### src/rtl/k1c_pkg.sv
// Shared types and constants for the KEY1-style block cipher.
`timescale 1ns / 1ps

package k1c_pkg;

    localparam int unsigned WORD_W     = 32;
    localparam int unsigned IDX_W      = 11;
    localparam int unsigned REQ_W      = 2;
    localparam int unsigned P_WORDS    = 18;
    localparam int unsigned P_IDX_W    = $clog2(P_WORDS);
    localparam int unsigned SBOX_NUM   = 4;
    localparam int unsigned SBOX_DEPTH = 256;
    localparam int unsigned SBOX_AW    = $clog2(SBOX_DEPTH);
    localparam int unsigned S0_BASE    = 18;
    localparam int unsigned TABLE_SPAN = SBOX_NUM * SBOX_DEPTH;
    localparam int unsigned ROUNDS     = 16;
    localparam int unsigned CNT_W      = $clog2(ROUNDS);
    localparam int unsigned WHITE_A    = 16;
    localparam int unsigned WHITE_B    = 17;
    localparam int unsigned DEC_LO     = 1;
    localparam int unsigned DEC_HI     = 0;

    localparam logic [REQ_W-1:0] REQ_LOAD = 2'd0;
    localparam logic [REQ_W-1:0] REQ_ENC  = 2'd1;
    localparam logic [REQ_W-1:0] REQ_DEC  = 2'd2;

    typedef enum logic [3:0] {
        ST_IDLE  = 4'b0001,
        ST_ISSUE = 4'b0010,
        ST_ROUND = 4'b0100,
        ST_DONE  = 4'b1000
    } state_t;

endpackage

### src/rtl/k1c_round.sv
// Feistel round function: S-box combine and mix into the other half.
`timescale 1ns / 1ps

module k1c_round (
    input  logic [k1c_pkg::SBOX_NUM-1:0][k1c_pkg::WORD_W-1:0] sbox_data,
    input  logic [k1c_pkg::WORD_W-1:0]                         y_in,
    output logic [k1c_pkg::WORD_W-1:0]                         x_out
);

    logic [k1c_pkg::WORD_W-1:0] sum01;
    logic [k1c_pkg::WORD_W-1:0] mix2;
    logic [k1c_pkg::WORD_W-1:0] f_val;

    always_comb begin
        sum01 = sbox_data[0] + sbox_data[1];
        mix2  = sum01 ^ sbox_data[2];
        f_val = mix2 + sbox_data[3];
        x_out = f_val ^ y_in;
    end

endmodule

### config.mk
export PLATFORM = sky130hd
export DESIGN_NAME = k1c_round
export DESIGN_NICKNAME = d
export VERILOG_FILES = /design/src/rtl/k1c_pkg.sv /design/src/rtl/k1c_round.sv
export SDC_FILE = /design/constraint.sdc
export NUM_CORES = 1
export LEC_CHECK = 0
export BUFFER_PORTS_ARGS = -buffer_cell sky130_fd_sc_hd__clkbuf_2
export CELL_PAD_IN_SITES_DETAIL_PLACEMENT = 1
export CELL_PAD_IN_SITES_GLOBAL_PLACEMENT = 2
export CORE_AREA = 2 2 123 125
export DETAILED_ROUTE_END_ITERATION = 6
export DIE_AREA = 0 0 125 127
export PLACE_DENSITY = 0.95
export SETUP_SLACK_MARGIN = 0.5
export SYNTH_ARGS = -nofsm -noshare
export SYNTH_HDL_FRONTEND = slang
export SYNTH_SLANG_ARGS = --single-unit
### constraint.sdc
create_clock -name vclk -period 7.6
set_input_delay 1.14 -clock vclk [all_inputs]
set_output_delay 1.14 -clock vclk [all_outputs]
set_load 0.1 [all_outputs]
* After elaboration in Yosys (flattened, before gate mapping)
Cells that the tools add are included.
** Word-level totals
- Bits in registers :: 0
- Word-level logic and storage cells :: 4
- Input port bits :: 160
- Output and inout port bits :: 32
** Operators by class
- Bitwise gates (word level) :: 2
- Add/sub/neg operators :: 2
** Operators by type and width (number)
- $add A32 B32 Y32 :: 2
- $xor A32 B32 Y32 :: 2

* Depth between registers and ports, before layout
Gate-level depths: netlist of run 1.
- Depth in word-level cells :: 4
- Mapped depth :: 20
- Depth with buffers taken out :: 20

* Least setup slack after synthesis of run 1
No wires, ideal clock.
- Kind :: input-to-output
- Start :: input sbox_data[0] in the netlist's numbering
- End :: output x_out[31] in the netlist's numbering
- Stages :: 19
- Arrival time :: 6.049 ns
- Path buffers :: 1
- Required time :: 6.460 ns
- Path slack :: 0.411 ns
- Path through :: ha_1 > inv_1 > fa_1 > nor2b_1 > o211ai_1 > a21oi_1 > o21ai_1 > o21ai_0 > xnor2_1 > ha_1 > clkbuf_1 > a211oi_1 > o21bai_1 > or3_1 > nand4_1 > o211ai_4 > a311oi_4 > o2111ai_2 > xnor2_1
** Between the ends
- Word-level cells in the longest chain between the ends :: 4
** RTL lines
- from (decl) :: line k1c_round.sv:5 : input logic [k1c_pkg::SBOX_NUM-1:0][k1c_pkg::WORD_W-1:0] sbox_data,
- $add A32 B32 Y32 :: line k1c_round.sv:15 : sum01 = sbox_data[0] + sbox_data[1];
- $xor A32 B32 Y32 :: line k1c_round.sv:16 : mix2 = sum01 ^ sbox_data[2];
- $add A32 B32 Y32 :: line k1c_round.sv:17 : f_val = mix2 + sbox_data[3];
- $xor A32 B32 Y32 :: line k1c_round.sv:18 : x_out = f_val ^ y_in;
- to (decl) :: line k1c_round.sv:7 : output logic [k1c_pkg::WORD_W-1:0] x_out
No other way between the ends.

* Worst setup path in the final report of run 1
- Start :: input sbox_data[0] in the netlist's numbering
- End :: output x_out[27] in the netlist's numbering
The elaborated chain is that of the path after synthesis.

==> results.yml, run 1 <==
status:
  status: "complete, no violations"
placed_design:
  dp_slack_ps: 585
  gp_congestion: 0.891
  post_dp_cell_area_mm2: 0.00501
  numPortBuffers: 192
  dpl.hpwl_um: 12500
  dp_cells: 883
yosys:
  synthesis.nets: 743
  yosysWarnings: 0
  avgSynthCellArea_um2: 7.46
  syn_inst: 514
  yosysUniqueCellTypes: 55
  syn_area_mm2: 0.00383
  ys_seq_area_share_pct: 0
clock_network:
  hold_buffers: 0
  post_cts_buffers: 0
cells_and_area:
  fin_util_pct: 34.9
  nFlopsAndLatches: 0
  final_cell_area_mm2: 0.00503
  nNetsFinal: 930
  nClkBuffers: 0
  stdcell_count: 883
  drive_gt1_share_pct: 30.2
  num_antenna_cells: 0
  seq_area_um2: 0
  area_growth_pct: 31.3
timing:
  finalSetupViolCount: 0
  max_slew.worst_pin.slew_ps: 821
  period_minus_slack_ps: 6760
  rsz0062_at_grt: "false"
  tns_ps: 0
  setup_slack_ps: 841
  max_freq_mhz: 148
  drv_slew: 0
  slew_headroom_pct: 44.4
  min_period_over_period_pct: 88.9
  finalHoldViolCount: 0
power:
  vdd_drop_max_mv: 0.194
  power_leakage_nw: 2.51
  seqPwrFrac_pct: 0
  pwr-share-clk_pct: 0
  power_density_mw_per_mm2: 377
  combPwrFrac_pct: 100.0
  sw_frac_of_total_pct: 75.6
  intPower_mw: 0.462
  power.switching_mw: 1.44
die:
  placementRows: 44
  die_x_um: 125
  fp.coreArea_mm2: 0.0144
  ios: 192
  die_y_um: 127
  start_util_pct: 26.6
  die_area_mm2: 0.0159
global_routing:
  grt_overflow: 0
  busiest_layer: "met2"
  grtUsageMet2_pct: 27.7
  grt_start_max_net_pins: 9
  grt_use_total_pct: 16.5
  grtUsageMet1_pct: 23.7
  grt_pass1_vias: 4498
  grt_first_pass_wirelength_um: 22100
  antenna_found_initial: 0
  use_met3_pct: 0.503
drt:
  drc_errors: 0
  drt_iter0_drc: 147
  vias_per_cell: 4.99
  finalWirelength_um: 13700
  antenna_left: 0
  first_pass_iters: 4
  wl_per_cell_um: 15.5
  num_vias: 4404
flow_run:
  maxCapViolations: 0
worst_setup_path:
  cp.depth: 22
  critPathSlowestCell: "clkbuf_2"
  cp.required_ps: 6460
  start_kind: "input pin"
  slowest_delay_ps: 470
  crit_type: "in2out"
  crit_path_end_kind: "output pin"
  crit_path_max_fanout: 4
  worstPathArrival_ps: 5620
  worstPathCellList: "clkbuf_2 > ha_1 > inv_1 > fa_1 > nor2b_1 > o211ai_1 > a21oi_1 > o21ai_1 > o21ai_0 > a31oi_1 > nand2b_1 > xnor2_1 > ha_1 > o21ai_0 > o21bai_1 > or3_1 > nand4_1 > o211ai_4 > a311oi_4 > o21ai_2 > xnor2_2 > clkbuf_2"
  worst-path-buf-inv: 3
  worst_path_dominant_cell_family: "compound AO/OA/AOI/OAI gates"
min_path:
  min_path_cells: 4
  hold_path.class: "in2out"
==> synth_stat cells (4+ instances only) <==
cell type / number / area share, %
nand2_1: 34 / 3.3
and3_1: 6 / 0.98
nor2b_1: 4 / 0.65
or3_1: 7 / 1.1
nor2_1: 26 / 2.5
o211ai_1: 7 / 1.4
a21o_1: 25 / 4.9
nand4_1: 10 / 1.6
o21bai_1: 7 / 1.4
a211oi_1: 4 / 0.78
clkbuf_1: 7 / 0.69
inv_1: 14 / 1.4
xor2_1: 41 / 9.4
nor3_1: 10 / 1.3
a31oi_1: 9 / 1.5
nand2b_1: 8 / 1.3
o21ai_0: 21 / 2.7
and2_1: 4 / 0.65
nand3_1: 18 / 2.4
ha_1: 67 / 22
a21oi_1: 59 / 7.7
xnor2_1: 80 / 18
o21a_1: 4 / 0.78
==> logic make-up (layout without fill, tap and decap cells) <==
family                     count (synthesis)  count (layout)  share of synthesized area (%)
buffers and inverters                     21             206                           2.06
AOI/OAI and AO/OA                        166             166                           29.6
muxes                                      1               1                          0.261
xor gates and xnor gates                 121             121                           27.7
adders and majority gates                 69              69                           22.9
and+or+nand+nor                          136             136                           17.5
==> layout make-up <==
cell class | instances | area (um2)
fill | 1901 | 9390
inverter | 14 | 52.6
multi-input combinational | 493 | 3770
tap | 184 | 230
timing repair buffer | 192 | 975
==> power groups by stage <==
stage	logic, mW	registers, mW	clock network [mW]
2_1_floorplan	1.57	0	0
4_1_cts	1.89	0	0
3_5_place_dp	1.89	0	0
6_report	1.90	0	0
3_3_place_gp	1.87	0	0
5_1_grt	2.01	0	0
==> stage by stage <==
stage,hold slack (ps),total power [mW]
floorplan,2720,1.57
global placement,2780,1.87
detailed placement,2790,1.89
CTS,2790,1.89
global route,2780,2.01
finish,2740,1.90
==> final timing paths <==
kind | start | endpoint | slack [ps]
setup / recovery | sbox_data[0] | x_out[27] | 840
hold / removal | y_in[26] | x_out[26] | 2740
==> repair_timing <==
| action | CTS | global route |
|---|---|---|
| hold endpoints to repair | 0 | 0 |
| resized for setup | 0 | 12 |
| endpoints found under the setup margin | 0 | 6 |
==> cell usage in the layout, fill, tap and decap left out, drive strengths merged, types with 3 or more instances in the layout <==
cell type / instances
a21o: 27
or3: 8
o21a: 5
o211ai: 8
xnor2: 80
clkbuf: 190
nand4: 10
a21oi: 59
nand2: 34
nand3: 18
and3: 6
o21bai: 7
a211oi: 5
a221oi: 3
a31oi: 9
xor2: 41
nor2: 26
nand2b: 8
nor4: 3
and2: 5
inv: 14
nor3: 10
ha: 67
nor2b: 4
o21ai: 25
==> layer usage <==
metal,up-vias,wire [um]
li1,2267,-
met4,0,381
met1,2010,6620
met5,-,0
met2,105,6350
met3,22,356
Power figures use the tool's default switching activity.
==> run 2, diff against run 1 <==
--- a/config.mk
+++ b/config.mk
@@ -8,10 +8,10 @@
 export BUFFER_PORTS_ARGS = -buffer_cell sky130_fd_sc_hd__clkbuf_2
 export CELL_PAD_IN_SITES_DETAIL_PLACEMENT = 1
 export CELL_PAD_IN_SITES_GLOBAL_PLACEMENT = 2
-export CORE_AREA = 2 2 123 125
+export CORE_AREA = 2 2 133 135
 export DETAILED_ROUTE_END_ITERATION = 6
-export DIE_AREA = 0 0 125 127
-export PLACE_DENSITY = 0.95
+export DIE_AREA = 0 0 135 137
+export PLACE_DENSITY = 0.87
 export SETUP_SLACK_MARGIN = 0.5
 export SYNTH_ARGS = -nofsm -noshare
 export SYNTH_HDL_FRONTEND = slang
==> constraint.sdc (replaced) <==
create_clock -name vclk -period 5.5
set_input_delay 0.825 -clock vclk [all_inputs]
set_output_delay 0.825 -clock vclk [all_outputs]
set_load 0.1 [all_outputs]
==> run 2 against run 1 <==
The flow now finishes with violations (setup timing). Flip-flop and latch count stayed put. Setup slack got worse by 980 ps. Clock-buffer cell count stayed put. Sequential share of layout area unchanged.
==> results.yml, run 2 (synthesis results as in run 1) <==
status:
  status: "finished, violations left"
  violations: "setup timing"
power:
  seqPwrFrac_pct: 0
  power_density_mw_per_mm2: 537
  intPower_mw: 1.54
  power_leakage_nw: 3.44
  combPwrFrac_pct: 100.0
  vdd_drop_max_mv: 0.408
  power.switching_mw: 2.39
  pwr-share-clk_pct: 0
  sw_frac_of_total_pct: 60.8
min_path:
  hold_path.class: "in2out"
  hp-start: "y_in[14]"
  hold_path_end: "x_out[14]"
  min_path_cells: 4
worst_setup_path:
  crit_path_end_kind: "output pin"
  crit_top_cell: "o21ai_2"
  crit_type: "in2out"
  worstPathCellList: "buf_6 > ha_4 > inv_2 > fa_2 > nor2b_2 > o211ai_1 > a21oi_2 > o21ai_2 > o21ai_2 > a31oi_1 > nand2b_1 > xnor2_1 > ha_1 > o21ai_1 > o21bai_1 > or3_1 > nand4_1 > o211ai_4 > a311oi_4 > buf_4 > o2111ai_4 > xnor2_4 > buf_12"
  cp.required_ps: 4680
  crit_path_max_fanout: 3
  worst_path_dominant_cell_family: "compound AO/OA/AOI/OAI gates"
  slowest_delay_ps: 380
  worst-path-buf-inv: 4
  worstPathArrival_ps: 4810
  critPathSlowestCell: "a311oi_4"
  start_kind: "input pin"
cells_and_area:
  drive_gt1_share_pct: 52.0
  area_growth_pct: 90.5
  layout_commonest_cell: "clkbuf_2"
  nClkBuffers: 0
  multi_input_area_mm2: 0.00475
  n_fill_cell: 2019
  nFlopsAndLatches: 0
  most-common-layout-cells: "clkbuf_2 (163), buf_4 (84), ha_1 (56), xnor2_1 (53), xor2_1 (41)"
  nNetsFinal: 1037
  seq_area_um2: 0
  final_cell_area_mm2: 0.00730
timing:
  rsz0062_at_grt: "true"
  finalHoldViolCount: 0
  fin_hold_ws_ps: 2140
  max_slew.worst_pin.slew_ps: 578
  slew_headroom_pct: 61.6
  drv_slew: 0
  max_freq_mhz: 177
  period_minus_slack_ps: 5640
  setup_slack_ps: -137
  min_period_over_period_pct: 102
  finalSetupViolCount: 6
placed_design:
  dpl.hpwl_um: 14500
  numPortBuffers: 192
  gp_congestion: 0.886
  post_dp_cell_area_mm2: 0.00632
die:
  placementRows: 48
  ios: 192
  die_x_um: 135
  fp.coreArea_mm2: 0.0171
  die_y_um: 137
  die_area_mm2: 0.0185
  start_util_pct: 22.5
drt:
  drt_iter0_drc: 115
  antenna_left: 0
  finalWirelength_um: 17600
  num_vias: 5046
  wl_per_cell_um: 17.0
  vias_per_cell: 4.89
  drc_errors: 0
  first_pass_iters: 4
global_routing:
  grt_start_max_net_pins: 9
  grt_pass1_vias: 5262
  use_met3_pct: 2.52
  busiest_layer: "met2"
  antenna_found_initial: 0
  grtUsageMet1_pct: 21.0
  grt_overflow: 0
  grtUsageMet2_pct: 32.0
  grt_use_total_pct: 17.4
  grt_first_pass_wirelength_um: 26100
flow_run:
  maxCapViolations: 0
clock_network:
  hold_buffers: 0
[run 2: cell types whose count changed in the layout (fill, tap and decap cells not counted), sizes merged]
cell    before  now
diode        0    1
clkbuf     190  163
buf          2  136
[run 2: routing by layer]
metal  vias to the layer above  wire, um
met4                         0       484
met3                        29       795
met1                      2400      7180
met2                       128      9100
li1                       2489         -
met5                         -         0
[run 2: power groups by stage]
stage / logic [mW] / registers (mW) / clock network (mW)
3_5_place_dp: 3.51 / 0 / 0
6_report: 3.92 / 0 / 0.0000000243
4_1_cts: 3.71 / 0 / 0
5_1_grt: 4.09 / 0 / 0
2_1_floorplan: 2.46 / 0 / 0
3_3_place_gp: 3.47 / 0 / 0
[run 2: layout make-up]
cell class	instances	share of cell area, %
inverters	14	0.754
well taps	225	3.86
diodes	1	0.0343
repair buffers	299	30.3
multi-input cells	493	65.0
[run 2: timing repair]
action | 4_1_cts | 5_1_grt
setup endpoints to repair | 21 | 23
hold endpoints to repair | 0 | 0
pin swaps | 50 | 53
setup buffers | 24 | 20
gates resized for setup | 58 | 71
[run 2: how the worst max path moves through the flow]
| stage | startpoint | end | cells after the start |
|---|---|---|---|
| floorplan | sbox_data[36] | x_out[30] | 16 |
| global placement | sbox_data[15] | x_out[29] | 19 |
| detailed placement | sbox_data[0] | x_out[29] | 21 |
| CTS | sbox_data[0] | x_out[29] | 23 |
| global route | sbox_data[0] | x_out[28] | 24 |
| finish | sbox_data[0] | x_out[31] | 23 |
[run 2: worst min-delay path: stages]
cell      delay, ps
clkbuf_2         80
xor2_1           80
xnor2_2         150
buf_12          170
[run 2: stage by stage]
| stage | std cells | worst slack [ps] | power [mW] | utilization [%] | TNS (ps) |
|---|---|---|---|---|---|
| floorplan | 514 | -371 | 2.46 | - | -960 |
| global placement | 987 | -90.9 | 3.47 | 37.1 | -137 |
| detailed placement | 987 | -113 | 3.51 | 37.1 | -256 |
| CTS | 1011 | 9.39 | 3.71 | 39.9 | 0 |
| global route | 1031 | -339 | 4.09 | 42.8 | -2300 |
| finish | 1032 | -137 | 3.92 | 42.8 | -513 |
==> run 3, diff against run 2 <==
--- a/config.mk
+++ b/config.mk
@@ -11,7 +11,8 @@
 export CORE_AREA = 2 2 133 135
 export DETAILED_ROUTE_END_ITERATION = 6
 export DIE_AREA = 0 0 135 137
-export PLACE_DENSITY = 0.87
+export PLACE_DENSITY = 0.84
+export RECOVER_POWER = 100
 export SETUP_SLACK_MARGIN = 0.5
 export SYNTH_ARGS = -nofsm -noshare
 export SYNTH_HDL_FRONTEND = slang
==> run 3 against run 2 <==
The flow still finishes with violations (setup timing). Fmax up 1.5%. Setup slack gained 84 ps. Via count shrank 4.4%. Total power fell by 7.5%. Global-route usage shrank 0.89 points. Cell count shrank 1.6%. Die area unchanged. Critical path type unchanged. Critical endpoint is now x_out[28]. Highest routed layer unchanged.
==> results.yml, run 3 (synthesis results as in run 1) <==
placed_design:
  dpl.hpwl_um: 14000
  gp_congestion: 0.822
  numPortBuffers: 192
global_routing:
  use_met3_pct: 2.89
  grtUsageMet2_pct: 31.4
  grt_start_max_net_pins: 9
  antenna_found_initial: 1
  grt_overflow: 0
  grtUsageMet1_pct: 19.8
  grt_pass1_vias: 5064
  grt_first_pass_wirelength_um: 24800
  grt_use_total_pct: 16.5
  busiest_layer: "met2"
worst_setup_path:
  crit_type: "in2out"
  critPathSlowestCell: "ha_1"
  worstPathCellList: "clkbuf_2 > ha_4 > nand3_1 > o211ai_1 > a31o_2 > a31oi_4 > or2_4 > a21oi_2 > nor2b_1 > xnor2_1 > ha_1 > nand2_8 > nor2_1 > a21oi_1 > buf_4 > nand3_4 > o211ai_1 > a31oi_1 > o41ai_2 > buf_4 > xnor2_4 > buf_12"
  slowest_delay_ps: 350
  crit_path_end_kind: "output pin"
  worst-path-buf-inv: 4
  crit_path_max_fanout: 5
  cp.required_ps: 4680
  start_kind: "input pin"
  worst_path_dominant_cell_family: "compound AO/OA/AOI/OAI gates"
  worstPathArrival_ps: 4730
power:
  power_leakage_nw: 3.27
  vdd_drop_max_mv: 0.315
  power_density_mw_per_mm2: 521
  power_mw: 3.63
die:
  fp.coreArea_mm2: 0.0171
  die_y_um: 137
  ios: 192
  die_area_mm2: 0.0185
  placementRows: 48
  start_util_pct: 22.5
  die_x_um: 135
drt:
  drt_iter0_drc: 75
  drc_errors: 0
  wl_per_cell_um: 15.7
  num_vias: 4824
  antenna_left: 0
  finalWirelength_um: 16000
  first_pass_iters: 4
  vias_per_cell: 4.75
flow_run:
  maxCapViolations: 0
cells_and_area:
  drive_gt1_share_pct: 48.0
  layout_commonest_cell: "clkbuf_2"
  seq_area_um2: 0
  nClkBuffers: 0
  nNetsFinal: 1021
  area_growth_pct: 81.6
  fin_util_pct: 40.8
  nFlopsAndLatches: 0
  n_fill_cell: 2080
  most-common-layout-cells: "clkbuf_2 (165), buf_4 (77), ha_1 (56), xnor2_1 (54), xor2_1 (41)"
timing:
  slew_headroom_pct: 20.9
  max_slew.worst_pin.slew_ps: 1190
  period_minus_slack_ps: 5550
  min_period_over_period_pct: 101
  setup_slack_ps: -52.8
  drv_slew: 0
  finalHoldViolCount: 0
  max_freq_mhz: 180
  finalSetupViolCount: 3
  rsz0062_at_grt: "true"
min_path:
  hold_path.class: "in2out"
status:
  status: "finished, violations left"
  violations: "setup timing"
clock_network:
  hold_buffers: 0
==> run 3: final cells by class <==
class | instances | area, um2 | share of cell area [%]
Tap cell | 225 | 282 | 4.05
Antenna cell | 1 | 2.50 | 0.0360
Timing Repair Buffer | 283 | 1920 | 27.5
Multi-Input combinational cell | 493 | 4710 | 67.6
Inverter | 14 | 52.6 | 0.755
==> run 3: metal layers <==
layer  vias up  share of wire (%)  wire length [um]
met4         0                1.6               259
met5         -                  0                 0
met2       104                 52              8260
met1      2264                 41              6530
li1       2442                  -                 -
met3        14                5.7               916
==> run 3: repair_timing <==
action                     CTS  global route
setup endpoints to repair   20            23
buffers inserted            13             9
gates resized for setup     53            48
pin swaps                   42            40
==> run 3: tightest hold or removal path, cell delays in order <==
cell	delay [ps]
clkbuf_2	80
xor2_1	80
xnor2_2	160
buf_12	170
==> run 3: metrics by stage <==
step,std cells,hold WS (ps),setup TNS (ps),setup slack [ps],cell area (um2)
floorplan,514,2060,-960,-371,4340
global placement,993,2130,-129,-71.0,6370
detailed placement,993,2140,-563,-174,6370
CTS,1006,2140,-93.6,-51.9,6780
global route,1015,2190,-1940,-303,6960
finish,1016,2150,-64.8,-52.8,6960
==> run 3: worst paths after layout <==
check	startpoint	to	cells past startpoint
hold / removal	y_in[16]	x_out[16]	4
setup / recovery	sbox_data[36]	x_out[28]	22
==> run 3: where the power goes <==
part / leakage, nW / internal [mW] / total (mW) / switching (mW)
clock: 0.00000634 / 0.0000000243 / 0.0000000243 / 0
sequential: 0 / 0 / 0 / 0
combinational: 3.27 / 1.33 / 3.63 / 2.30
